## src/men_pkg.sv

```systemverilog
// Package for the mutual-exclusion node: event and message codes, shared-unit
// operation codes and the flag bundle returned by the shared unit.
// No dependencies; used by men_alu and mutual_exclusion_node.
`timescale 1ns / 1ps
`default_nettype none

package men_pkg;

    // Fixed field widths of the request and result channels
    localparam int OPCODE_W    = 2;
    localparam int STAMP_W     = 32;
    localparam int NODE_W      = 3;
    localparam int KIND_W      = 2;
    localparam int COUNT_W     = 32;
    localparam int NODE_CNT_W  = 4;
    localparam int CFG_DATA_W  = 4;
    localparam int CFG_INDEX_W = 1;

    // Event codes carried in s_tuser
    localparam logic [OPCODE_W-1:0] OP_LOCAL_REQ = 2'd0;
    localparam logic [OPCODE_W-1:0] OP_RECV_REQ  = 2'd1;
    localparam logic [OPCODE_W-1:0] OP_RECV_REP  = 2'd2;
    localparam logic [OPCODE_W-1:0] OP_EXIT      = 2'd3;

    // Message kinds carried in m_tuser
    localparam logic [KIND_W-1:0] KIND_NONE  = 2'd0;
    localparam logic [KIND_W-1:0] KIND_REQ   = 2'd1;
    localparam logic [KIND_W-1:0] KIND_REPLY = 2'd2;
    localparam logic [KIND_W-1:0] KIND_SKIP  = 2'd3;

    // Configuration register indexes
    localparam logic [CFG_INDEX_W-1:0] REG_NODE_ID    = 1'b0;
    localparam logic [CFG_INDEX_W-1:0] REG_NODE_COUNT = 1'b1;

    // Shared unit operations
    localparam logic [1:0] ALU_INC = 2'd0;
    localparam logic [1:0] ALU_MAX = 2'd1;
    localparam logic [1:0] ALU_CMP = 2'd2;

    typedef struct packed {
        logic lt;
        logic eq;
    } alu_flags_t;

endpackage

`default_nettype wire

```

## src/men_alu.sv

```systemverilog
// Shared arithmetic unit of the mutual-exclusion node: increment, maximum and
// magnitude compare on one operand pair. Depends on men_pkg.
`timescale 1ns / 1ps
`default_nettype none

module men_alu #(
    parameter int W = 32
) (
    input  wire logic [1:0]   op,
    input  wire logic [W-1:0] a,
    input  wire logic [W-1:0] b,
    output logic [W-1:0]      result,
    output men_pkg::alu_flags_t flags
);

    logic lt;

    // One comparator serves both the maximum and the ordering test
    assign lt       = (a < b);
    assign flags.lt = lt;
    assign flags.eq = (a == b);

    // Select the operation result
    always_comb begin
        unique case (op)
            men_pkg::ALU_INC: result = a + W'(1);
            men_pkg::ALU_MAX: result = lt ? b : a;
            default:          result = a;
        endcase
    end

endmodule

`default_nettype wire

```

## src/mutual_exclusion_node.sv

```systemverilog
// Top level of one mutual-exclusion node with a Lamport clock.
// Depends on men_pkg and men_alu.
//
// Usage: each request on the s_ channel is one event (s_tuser is the event code,
// s_tdata the timestamp and sender). The node answers on the m_ channel with
// one or more result items; m_tlast marks the final item of an event.
// Configuration (node id, node count) is written through cfg_we/cfg_index/
// cfg_data while the node is idle.
// Flow: s_tready is high only when the sequencer is idle; an event is taken as a
// request, then may use the shared add/compare unit (a received request uses it
// three times: max, increment, ordering test; an exit twice), then emits its
// result items. A local request also steps over the node's own id while scanning
// peers, without emitting an item, unless that id lies beyond the last peer.
// Results leave through an output register; when m_tready is low the sequencer
// holds the next item until the register frees, and no new event is taken
// until the last item of the current one is registered.
// Reset clears the clock, flags, reply marks and counters; the deferred queue
// is not cleared and needs no clearing pass, since only written entries are read.
`timescale 1ns / 1ps
`default_nettype none

module mutual_exclusion_node #(
    parameter int MAX_NODES  = 8,
    parameter int CLOCK_BITS = 32
) (
    input  wire logic         aclk,
    input  wire logic         aresetn,
    // request channel
    input  wire logic         s_tvalid,
    output logic              s_tready,
    input  wire logic [39:0]  s_tdata,   // [31:0] msg_timestamp, [34:32] msg_sender, zero pad
    input  wire logic [1:0]   s_tuser,   // [1:0] opcode
    // result channel
    output logic              m_tvalid,
    input  wire logic         m_tready,
    output logic [103:0]      m_tdata,   // [2:0] dest_node, [34:3] out_timestamp,
                                         // [66:35] clock_value, [67] can_enter,
                                         // [99:68] entry_count, zero pad
    output logic [1:0]        m_tuser,   // [1:0] msg_kind
    output logic              m_tlast,
    // configuration
    input  wire logic         cfg_we,
    input  wire logic [0:0]   cfg_index,
    input  wire logic [3:0]   cfg_data
);

    localparam int W      = (CLOCK_BITS > 32) ? CLOCK_BITS : 32;
    localparam int QDEPTH = MAX_NODES - 1;
    localparam int QAW    = (MAX_NODES > 2) ? $clog2(MAX_NODES - 1) : 1;
    localparam int CW     = $clog2(MAX_NODES);

    // Sequencer states
    localparam logic [2:0] ST_IDLE = 3'd0;
    localparam logic [2:0] ST_MAX  = 3'd1;
    localparam logic [2:0] ST_TICK = 3'd2;
    localparam logic [2:0] ST_PREC = 3'd3;
    localparam logic [2:0] ST_CNT  = 3'd4;
    localparam logic [2:0] ST_EMIT = 3'd5;

    // Emission modes
    localparam logic [1:0] EM_SINGLE = 2'd0;
    localparam logic [1:0] EM_REQ    = 2'd1;
    localparam logic [1:0] EM_EXIT   = 2'd2;

    // Configuration
    logic [2:0] node_id_reg;
    logic [3:0] node_count_reg;

    // Protocol state
    logic [CLOCK_BITS-1:0] clock_reg;
    logic                  pending_reg;
    logic [CLOCK_BITS-1:0] stamp_reg;
    logic [MAX_NODES-1:0]  marks_reg;
    logic [CW-1:0]         dcount_reg;
    logic [31:0]           exit_reg;
    logic [2:0]            queue_mem [0:QDEPTH-1];
    logic [2:0]            q_rdata_reg;

    // Sequencer
    logic [2:0]            state_reg;
    logic [1:0]            op_reg;
    logic [CLOCK_BITS-1:0] ts_reg;
    logic [2:0]            sender_reg;
    logic [CLOCK_BITS-1:0] tmp_reg;
    logic [1:0]            mode_reg;
    logic [1:0]            single_kind_reg;
    logic [2:0]            single_dest_reg;
    logic [3:0]            peer_reg;
    logic [3:0]            last_peer_reg;
    logic [CW-1:0]         q_reg;

    // Output register
    logic         out_valid_reg;
    logic [1:0]   out_kind_reg;
    logic [2:0]   out_dest_reg;
    logic [31:0]  out_ts_reg;
    logic [31:0]  out_clock_reg;
    logic         out_enter_reg;
    logic [31:0]  out_entry_reg;
    logic         out_last_reg;

    // Shared unit
    logic [1:0]          alu_op;
    logic [W-1:0]        alu_a;
    logic [W-1:0]        alu_b;
    logic [W-1:0]        alu_res;
    men_pkg::alu_flags_t alu_flags;

    logic                  accept;
    logic                  out_load;
    logic [W-1:0]          ts_in_w;
    logic [W-1:0]          clock_w;
    logic [W-1:0]          stamp_w;
    logic [3:0]            n_act;
    logic                  id_in;
    logic                  no_peers;
    logic [3:0]            last_peer;
    logic [MAX_NODES-1:0]  own_mask;
    logic [MAX_NODES-1:0]  sender_mask;
    logic [MAX_NODES-1:0]  miss;
    logic                  can_enter;
    logic                  precedes;
    logic [CW-1:0]         q_rd_addr;
    logic                  req_skip;

    assign accept   = s_tvalid && s_tready;
    assign s_tready = (state_reg == ST_IDLE);
    assign out_load = !out_valid_reg || m_tready;

    assign ts_in_w = W'(s_tdata[31:0]);
    assign clock_w = W'(clock_reg);
    assign stamp_w = W'(stamp_reg);

    // Active node count, clamped to the node limit
    always_comb begin
        if (32'(node_count_reg) > MAX_NODES) begin
            n_act = 4'(MAX_NODES);
        end else begin
            n_act = node_count_reg;
        end
    end

    assign id_in     = ({1'b0, node_id_reg} < n_act);
    assign no_peers  = (n_act == 4'd0) || ((n_act == 4'd1) && id_in);
    assign last_peer = ((n_act - 4'd1) == {1'b0, node_id_reg}) ? n_act - 4'd2 : n_act - 4'd1;

    // Per-node masks and the all-replied test
    always_comb begin
        for (int i = 0; i < MAX_NODES; i++) begin
            own_mask[i]    = (32'(node_id_reg) == i);
            sender_mask[i] = (32'(sender_reg) == i);
            miss[i]        = (i < 32'(n_act)) && (32'(node_id_reg) != i) && !marks_reg[i];
        end
    end
    assign can_enter = ~|miss;

    assign precedes = alu_flags.lt || (alu_flags.eq && (sender_reg < node_id_reg));
    assign req_skip = (peer_reg == {1'b0, node_id_reg});

    // Drive the shared unit from the sequencer state
    always_comb begin
        alu_op = men_pkg::ALU_INC;
        alu_a  = clock_w;
        alu_b  = W'(ts_reg);
        unique case (state_reg)
            ST_MAX: begin
                alu_op = men_pkg::ALU_MAX;
            end
            ST_TICK: begin
                alu_a = (op_reg == men_pkg::OP_RECV_REQ) ? W'(tmp_reg) : clock_w;
            end
            ST_PREC: begin
                alu_op = men_pkg::ALU_CMP;
                alu_a  = W'(ts_reg);
                alu_b  = stamp_w;
            end
            ST_CNT: begin
                alu_a = W'(exit_reg);
            end
            default: begin
                alu_op = men_pkg::ALU_INC;
            end
        endcase
    end

    men_alu #(
        .W (W)
    ) u_alu (
        .op     (alu_op),
        .a      (alu_a),
        .b      (alu_b),
        .result (alu_res),
        .flags  (alu_flags)
    );

    // Configuration registers
    always_ff @(posedge aclk) begin
        if (!aresetn) begin
            node_id_reg    <= 3'd0;
            node_count_reg <= 4'd8;
        end else if (cfg_we) begin
            unique case (cfg_index)
                men_pkg::REG_NODE_ID:    node_id_reg    <= cfg_data[2:0];
                men_pkg::REG_NODE_COUNT: node_count_reg <= cfg_data;
                default:                 node_id_reg    <= node_id_reg;
            endcase
        end
    end

    // Deferred queue: write on defer, registered read that runs one entry ahead;
    // point the read at the head while the exit count is taken
    assign q_rd_addr = (state_reg == ST_CNT) ? CW'(0)
                     : (state_reg == ST_EMIT && mode_reg == EM_EXIT && out_load)
                     ? q_reg + CW'(1) : q_reg;

    always_ff @(posedge aclk) begin
        if (state_reg == ST_PREC && pending_reg && !precedes
            && (32'(dcount_reg) < MAX_NODES - 1)) begin
            queue_mem[dcount_reg[QAW-1:0]] <= sender_reg;
        end
        q_rdata_reg <= queue_mem[q_rd_addr[QAW-1:0]];
    end

    // Event payload capture
    always_ff @(posedge aclk) begin
        if (accept) begin
            op_reg     <= s_tuser;
            ts_reg     <= ts_in_w[CLOCK_BITS-1:0];
            sender_reg <= s_tdata[34:32];
        end
        if (state_reg == ST_MAX) begin
            tmp_reg <= alu_res[CLOCK_BITS-1:0];
        end
    end

    // Sequencer and protocol state
    always_ff @(posedge aclk) begin
        if (!aresetn) begin
            state_reg       <= ST_IDLE;
            clock_reg       <= '0;
            pending_reg     <= 1'b0;
            stamp_reg       <= '0;
            marks_reg       <= '0;
            dcount_reg      <= '0;
            exit_reg        <= '0;
            mode_reg        <= EM_SINGLE;
            single_kind_reg <= men_pkg::KIND_NONE;
            single_dest_reg <= 3'd0;
            peer_reg        <= 4'd0;
            last_peer_reg   <= 4'd0;
            q_reg           <= '0;
        end else begin
            unique case (state_reg)
                ST_IDLE: begin
                    if (accept) begin
                        priority if (s_tuser == men_pkg::OP_LOCAL_REQ && pending_reg) begin
                            mode_reg        <= EM_SINGLE;
                            single_kind_reg <= men_pkg::KIND_SKIP;
                            single_dest_reg <= 3'd0;
                            state_reg       <= ST_EMIT;
                        end else if (s_tuser == men_pkg::OP_RECV_REQ) begin
                            state_reg <= ST_MAX;
                        end else begin
                            state_reg <= ST_TICK;
                        end
                    end
                end
                ST_MAX: begin
                    state_reg <= ST_TICK;
                end
                ST_TICK: begin
                    clock_reg       <= alu_res[CLOCK_BITS-1:0];
                    single_kind_reg <= men_pkg::KIND_NONE;
                    single_dest_reg <= 3'd0;
                    unique case (op_reg)
                        men_pkg::OP_LOCAL_REQ: begin
                            pending_reg   <= 1'b1;
                            stamp_reg     <= alu_res[CLOCK_BITS-1:0];
                            marks_reg     <= own_mask;
                            peer_reg      <= 4'd0;
                            last_peer_reg <= last_peer;
                            mode_reg      <= no_peers ? EM_SINGLE : EM_REQ;
                            state_reg     <= ST_EMIT;
                        end
                        men_pkg::OP_RECV_REQ: begin
                            mode_reg  <= EM_SINGLE;
                            state_reg <= ST_PREC;
                        end
                        men_pkg::OP_RECV_REP: begin
                            marks_reg <= marks_reg | sender_mask;
                            mode_reg  <= EM_SINGLE;
                            state_reg <= ST_EMIT;
                        end
                        default: begin
                            mode_reg  <= EM_SINGLE;
                            state_reg <= ST_CNT;
                        end
                    endcase
                end
                ST_PREC: begin
                    // Reply now, or defer the sender while there is room
                    state_reg <= ST_EMIT;
                    if (!pending_reg || precedes) begin
                        single_kind_reg <= men_pkg::KIND_REPLY;
                        single_dest_reg <= sender_reg;
                    end else if (32'(dcount_reg) < MAX_NODES - 1) begin
                        dcount_reg <= dcount_reg + CW'(1);
                    end
                end
                ST_CNT: begin
                    exit_reg    <= alu_res[31:0];
                    pending_reg <= 1'b0;
                    q_reg       <= '0;
                    state_reg   <= ST_EMIT;
                    if (dcount_reg != '0) begin
                        mode_reg <= EM_EXIT;
                    end
                end
                ST_EMIT: begin
                    unique case (mode_reg)
                        EM_REQ: begin
                            // Step past own id, otherwise advance once the item is taken
                            if (req_skip) begin
                                peer_reg <= peer_reg + 4'd1;
                            end else if (out_load) begin
                                if (peer_reg == last_peer_reg) begin
                                    state_reg <= ST_IDLE;
                                end else begin
                                    peer_reg <= peer_reg + 4'd1;
                                end
                            end
                        end
                        EM_EXIT: begin
                            if (out_load) begin
                                if (q_reg == dcount_reg - CW'(1)) begin
                                    dcount_reg <= '0;
                                    state_reg  <= ST_IDLE;
                                end else begin
                                    q_reg <= q_reg + CW'(1);
                                end
                            end
                        end
                        default: begin
                            if (out_load) begin
                                state_reg <= ST_IDLE;
                            end
                        end
                    endcase
                end
                default: begin
                    state_reg <= ST_IDLE;
                end
            endcase
        end
    end

    // Output register: valid flag
    always_ff @(posedge aclk) begin
        if (!aresetn) begin
            out_valid_reg <= 1'b0;
        end else if (out_load) begin
            out_valid_reg <= (state_reg == ST_EMIT) && !(mode_reg == EM_REQ && req_skip);
        end
    end

    // Output register: payload
    always_ff @(posedge aclk) begin
        if (out_load && state_reg == ST_EMIT) begin
            out_clock_reg <= clock_w[31:0];
            out_enter_reg <= can_enter;
            out_entry_reg <= exit_reg;
            unique case (mode_reg)
                EM_REQ: begin
                    out_kind_reg <= men_pkg::KIND_REQ;
                    out_dest_reg <= peer_reg[2:0];
                    out_ts_reg   <= stamp_w[31:0];
                    out_last_reg <= (peer_reg == last_peer_reg);
                end
                EM_EXIT: begin
                    out_kind_reg <= men_pkg::KIND_REPLY;
                    out_dest_reg <= q_rdata_reg;
                    out_ts_reg   <= 32'd0;
                    out_last_reg <= (q_reg == dcount_reg - CW'(1));
                end
                default: begin
                    out_kind_reg <= single_kind_reg;
                    out_dest_reg <= single_dest_reg;
                    out_ts_reg   <= 32'd0;
                    out_last_reg <= 1'b1;
                end
            endcase
        end
    end

    assign m_tvalid = out_valid_reg;
    assign m_tuser  = out_kind_reg;
    assign m_tlast  = out_last_reg;
    assign m_tdata  = {4'd0, out_entry_reg, out_enter_reg, out_clock_reg,
                       out_ts_reg, out_dest_reg};

endmodule

`default_nettype wire
```

## config.mk

```make
export PLATFORM = sky130hd
export DESIGN_NAME = mutual_exclusion_node
export DESIGN_NICKNAME = d
export VERILOG_FILES = /design/src/men_pkg.sv /design/src/men_alu.sv /design/src/mutual_exclusion_node.sv
export SDC_FILE = /design/constraint.sdc
export NUM_CORES = 1
export LEC_CHECK = 0
export BUFFER_PORTS_ARGS = -buffer_cell sky130_fd_sc_hd__buf_2
export CORE_ASPECT_RATIO = 0.7
export CORE_UTILIZATION = 33
export DETAILED_ROUTE_END_ITERATION = 7
export HOLD_SLACK_MARGIN = 0.1
export REMOVE_ABC_BUFFERS = 1
export SYNTH_ARGS = -nofsm -noshare
export SYNTH_HDL_FRONTEND = slang
export SYNTH_SLANG_ARGS = --single-unit
```

## constraint.sdc

```tcl
create_clock -name aclk -period 10.1 [get_ports aclk]
set_input_delay 0.505 -clock aclk [delete_from_list [all_inputs] [get_ports aclk]]
set_output_delay 0.505 -clock aclk [all_outputs]
set_load 0.01 [all_outputs]
```

==> results by group <==
Run status
  • Status: finished, final reports clean

Cells and area
  • Layout cell share with drive strength beyond 1: 18.1%
  • Nets: 1,770
  • Ant diodes: 0
  • Layout area overhead: 15.1%
  • Fill cell count: 4,801

Synthesis
  • Register area share after synthesis: 52.3%
  • Leading area contributor after synthesis: edfxtp_1
  • Post-synthesis cell count: 1,565
  • YS warnings: 0
  • Mean Syn Cell Area: 10.5 um2
  • Most used DFF post-synth: edfxtp_1
  • Most numerous cell in the Yosys netlist: edfxtp_1
  • Synth Register Bits: 333
  • Post-synthesis cell area: 16,400 um2
  • Yosys cell types: 95
  • Post-synth top cells: edfxtp_1 (193), nand2_1 (169), dfxtp_1 (140), a21oi_1 (101), nand3_1 (92)
  • Post-synth top area share: 35.3%
  • Main area contributors after synthesis: edfxtp_1 (35%), dfxtp_1 (17%), mux2i_1 (4.2%)
  • Async set-reset flop share out of synthesis: 0%
  • Post-synth EDFFs: 193

STA
  • Max Freq: 0.153 GHz
  • Final Hold Viols: 0
  • Final min period: 6520 ps
  • Worst slew pin tran: 1070 ps
  • Fin worst setup slack: 3580 ps
  • Final-report max-slew violation count: 0
  • Clock skew: 28.0 ps
  • Slew HR: 28.7%
  • RSZ-0062 raised after global routing: false
  • Setup violators final: 0
  • Ratio of final minimum period to clock period: 64.6%
  • Setup TNS: 0 ps

Routing
  • Iter 0 DRT Violations: 1,173
  • Post-route antenna net violation count: 0
  • Avg WL per Cell: 21.0 um
  • DR vias: 12,812
  • Post-Route WL: 49,600 um
  • DRC violations left: 0
  • First-pass DRT Iterations: 6
  • Vias per cell: 5.43

Power and ir drop
  • Pwr dens: 241 nW/um2
  • Maximum VDD drop: 208 uV
  • Leak pwr: 6.67 nW
  • Power Total: 4.57 mW

Global route
  • Initial antenna violation count: 0
  • Global Route Usage Sum: 19.2%
  • Pin count of the biggest net entering global routing: 70
  • GRT overflow: 0
  • Vias in the first global route: 11,840
  • Met2 Usage GRT: 28.1%
  • Met3 GRT Util: 3.79%
  • Layer with the highest usage: met1
  • First-pass GRT wire length: 74,300 um
  • Grt met1 use: 28.4%

Clocking
  • Total of cells resized after clock tree synthesis: 0
  • Clk sinks: 333
  • Post CTS Setup Buffer Count: 0
  • Root Buffer: clkbuf_16
  • Bufs on Longest Clock Path: 3
  • Worst skew pair latency: 550 ps
  • Clock buffer count from CTS: 37
  • H-tree levels: 2
  • CTS clk-pin slew, worst paths: 70 ps
  • CTS tree: built
  • CTS hold repair buffers: 0

Worst hold path
  • Hold Path Origin: s_tdata[22]
  • Hold Crit Class: in -> reg

Floorplanning
  • Starting Density: 33.4%
  • Width of the die: 269 um
  • I/O pin cnt: 161
  • Die area: 50,700 um2
  • Core footprint: 49,300 um2
  • Height of the die: 189 um
  • Row cnt: 68

Setup path
  • RR Startpoint: state_reg[1]$_SDFFE_PN0P_
  • Startpoint types: flip-flop
  • Worst setup path startpoint: state_reg[1]$_SDFFE_PN0P_
  • Crit end category: flip-flop
  • Type of the worst setup path: reg -> reg
  • WP data required: 10,390 ps
  • Arr. time, crit path: 6810 ps
  • Crit-path max FO: 28

Placed design
  • Hpwl dp: 33,000 um
  • Worst slack, placed: 3730 ps
  • Gpl congestion: 0.908
  • Port Buffers: 151

Job
  • Max cap viols: 0
[cells in the final DEF, fill, tap and decap left out, types with 6 or more instances in the layout]
master / count
or3_1: 11
a31oi_1: 11
dfxtp_1: 140
buf_2: 151
clkinv_1: 6
and2_1: 37
a22o_1: 22
nand3_1: 92
xnor2_1: 30
nor3_1: 22
mux2_2: 6
edfxtp_1: 193
nand2b_1: 13
nand2_1: 169
buf_4: 23
clkbuf_16: 39
and3_1: 10
inv_1: 42
xor2_1: 15
a22oi_1: 14
ha_1: 52
a311o_1: 9
a211oi_1: 11
nor4_1: 9
o21ai_0: 73
mux2i_1: 69
nand4_1: 23
nor2_1: 78
clkinv_2: 8
clkbuf_1: 6
nor3b_1: 22
a21oi_1: 101
o21ai_1: 12
o211ai_1: 27
[final timing paths]
path / endpoint / slack (ps) / cells past startpoint
hold / removal: ts_reg[22]$_DFFE_PP_ / 130 / 1
setup / recovery: tmp_reg[23]$_DFFE_PP_ / 3580 / 15
setup reg to reg: tmp_reg[23]$_DFFE_PP_ / 3580 / 15
hold reg to reg: out_entry_reg[19]$_DFFE_PP_ / 440 / 0
[routing by layer]
metal  vias up  wire, um
li1       5971         -
met1      6198     23300
met2       559     21300
met3        84      4100
met4         0      1030
met5         -         0
[logic make-up after synthesis]
logic type | synth area share (%)
xor+xnor | 2.50
simple gates | 17.3
compound gates | 14.8
flops | 52.3
other cells | 0.0228
buf+inv | 4.47
mux | 4.61
fa+ha+maj | 3.96
[metrics by stage]
stage	area [um2]	cells	hold WS, ps	util (%)
CTS	18900	2360	119	38.4
finish	18900	2360	134	38.4
global route	18900	2360	118	38.4
floorplan	15900	1453	422	-
detailed placement	17700	2292	445	35.9
global placement	17700	2292	447	35.9
[area by class of cell]
class	count	area (um2)	share of cell area (%)
clock buffer	45	998	5.28
clock inverter	23	231	1.22
inverter	47	176	0.932
timing repair buffer	174	928	4.91
multi-input combinational	1073	7160	37.8
tap	665	832	4.40
sequential	333	8600	45.4
[worst max-delay path: stages (launching register included)]
cell       delay (ps)
dfxtp_1           940
nand2b_1          370
a21oi_4           670
nor2_2            230
a221oi_1          760
inv_1             180
ha_1              370
nand4_1           220
nor3_1            390
o2111ai_1         190
a2111oi_2         530
or3_1             510
buf_4             510
nor2_1             90
o21ai_0           170
o21ai_0           100
[power breakdown]
part / internal [mW] / switching, mW
sequential: 1.68 / 0.160
clock: 0.811 / 0.568
combinational: 0.401 / 0.946
No activity file was read; power rests on OpenSTA's default activity.
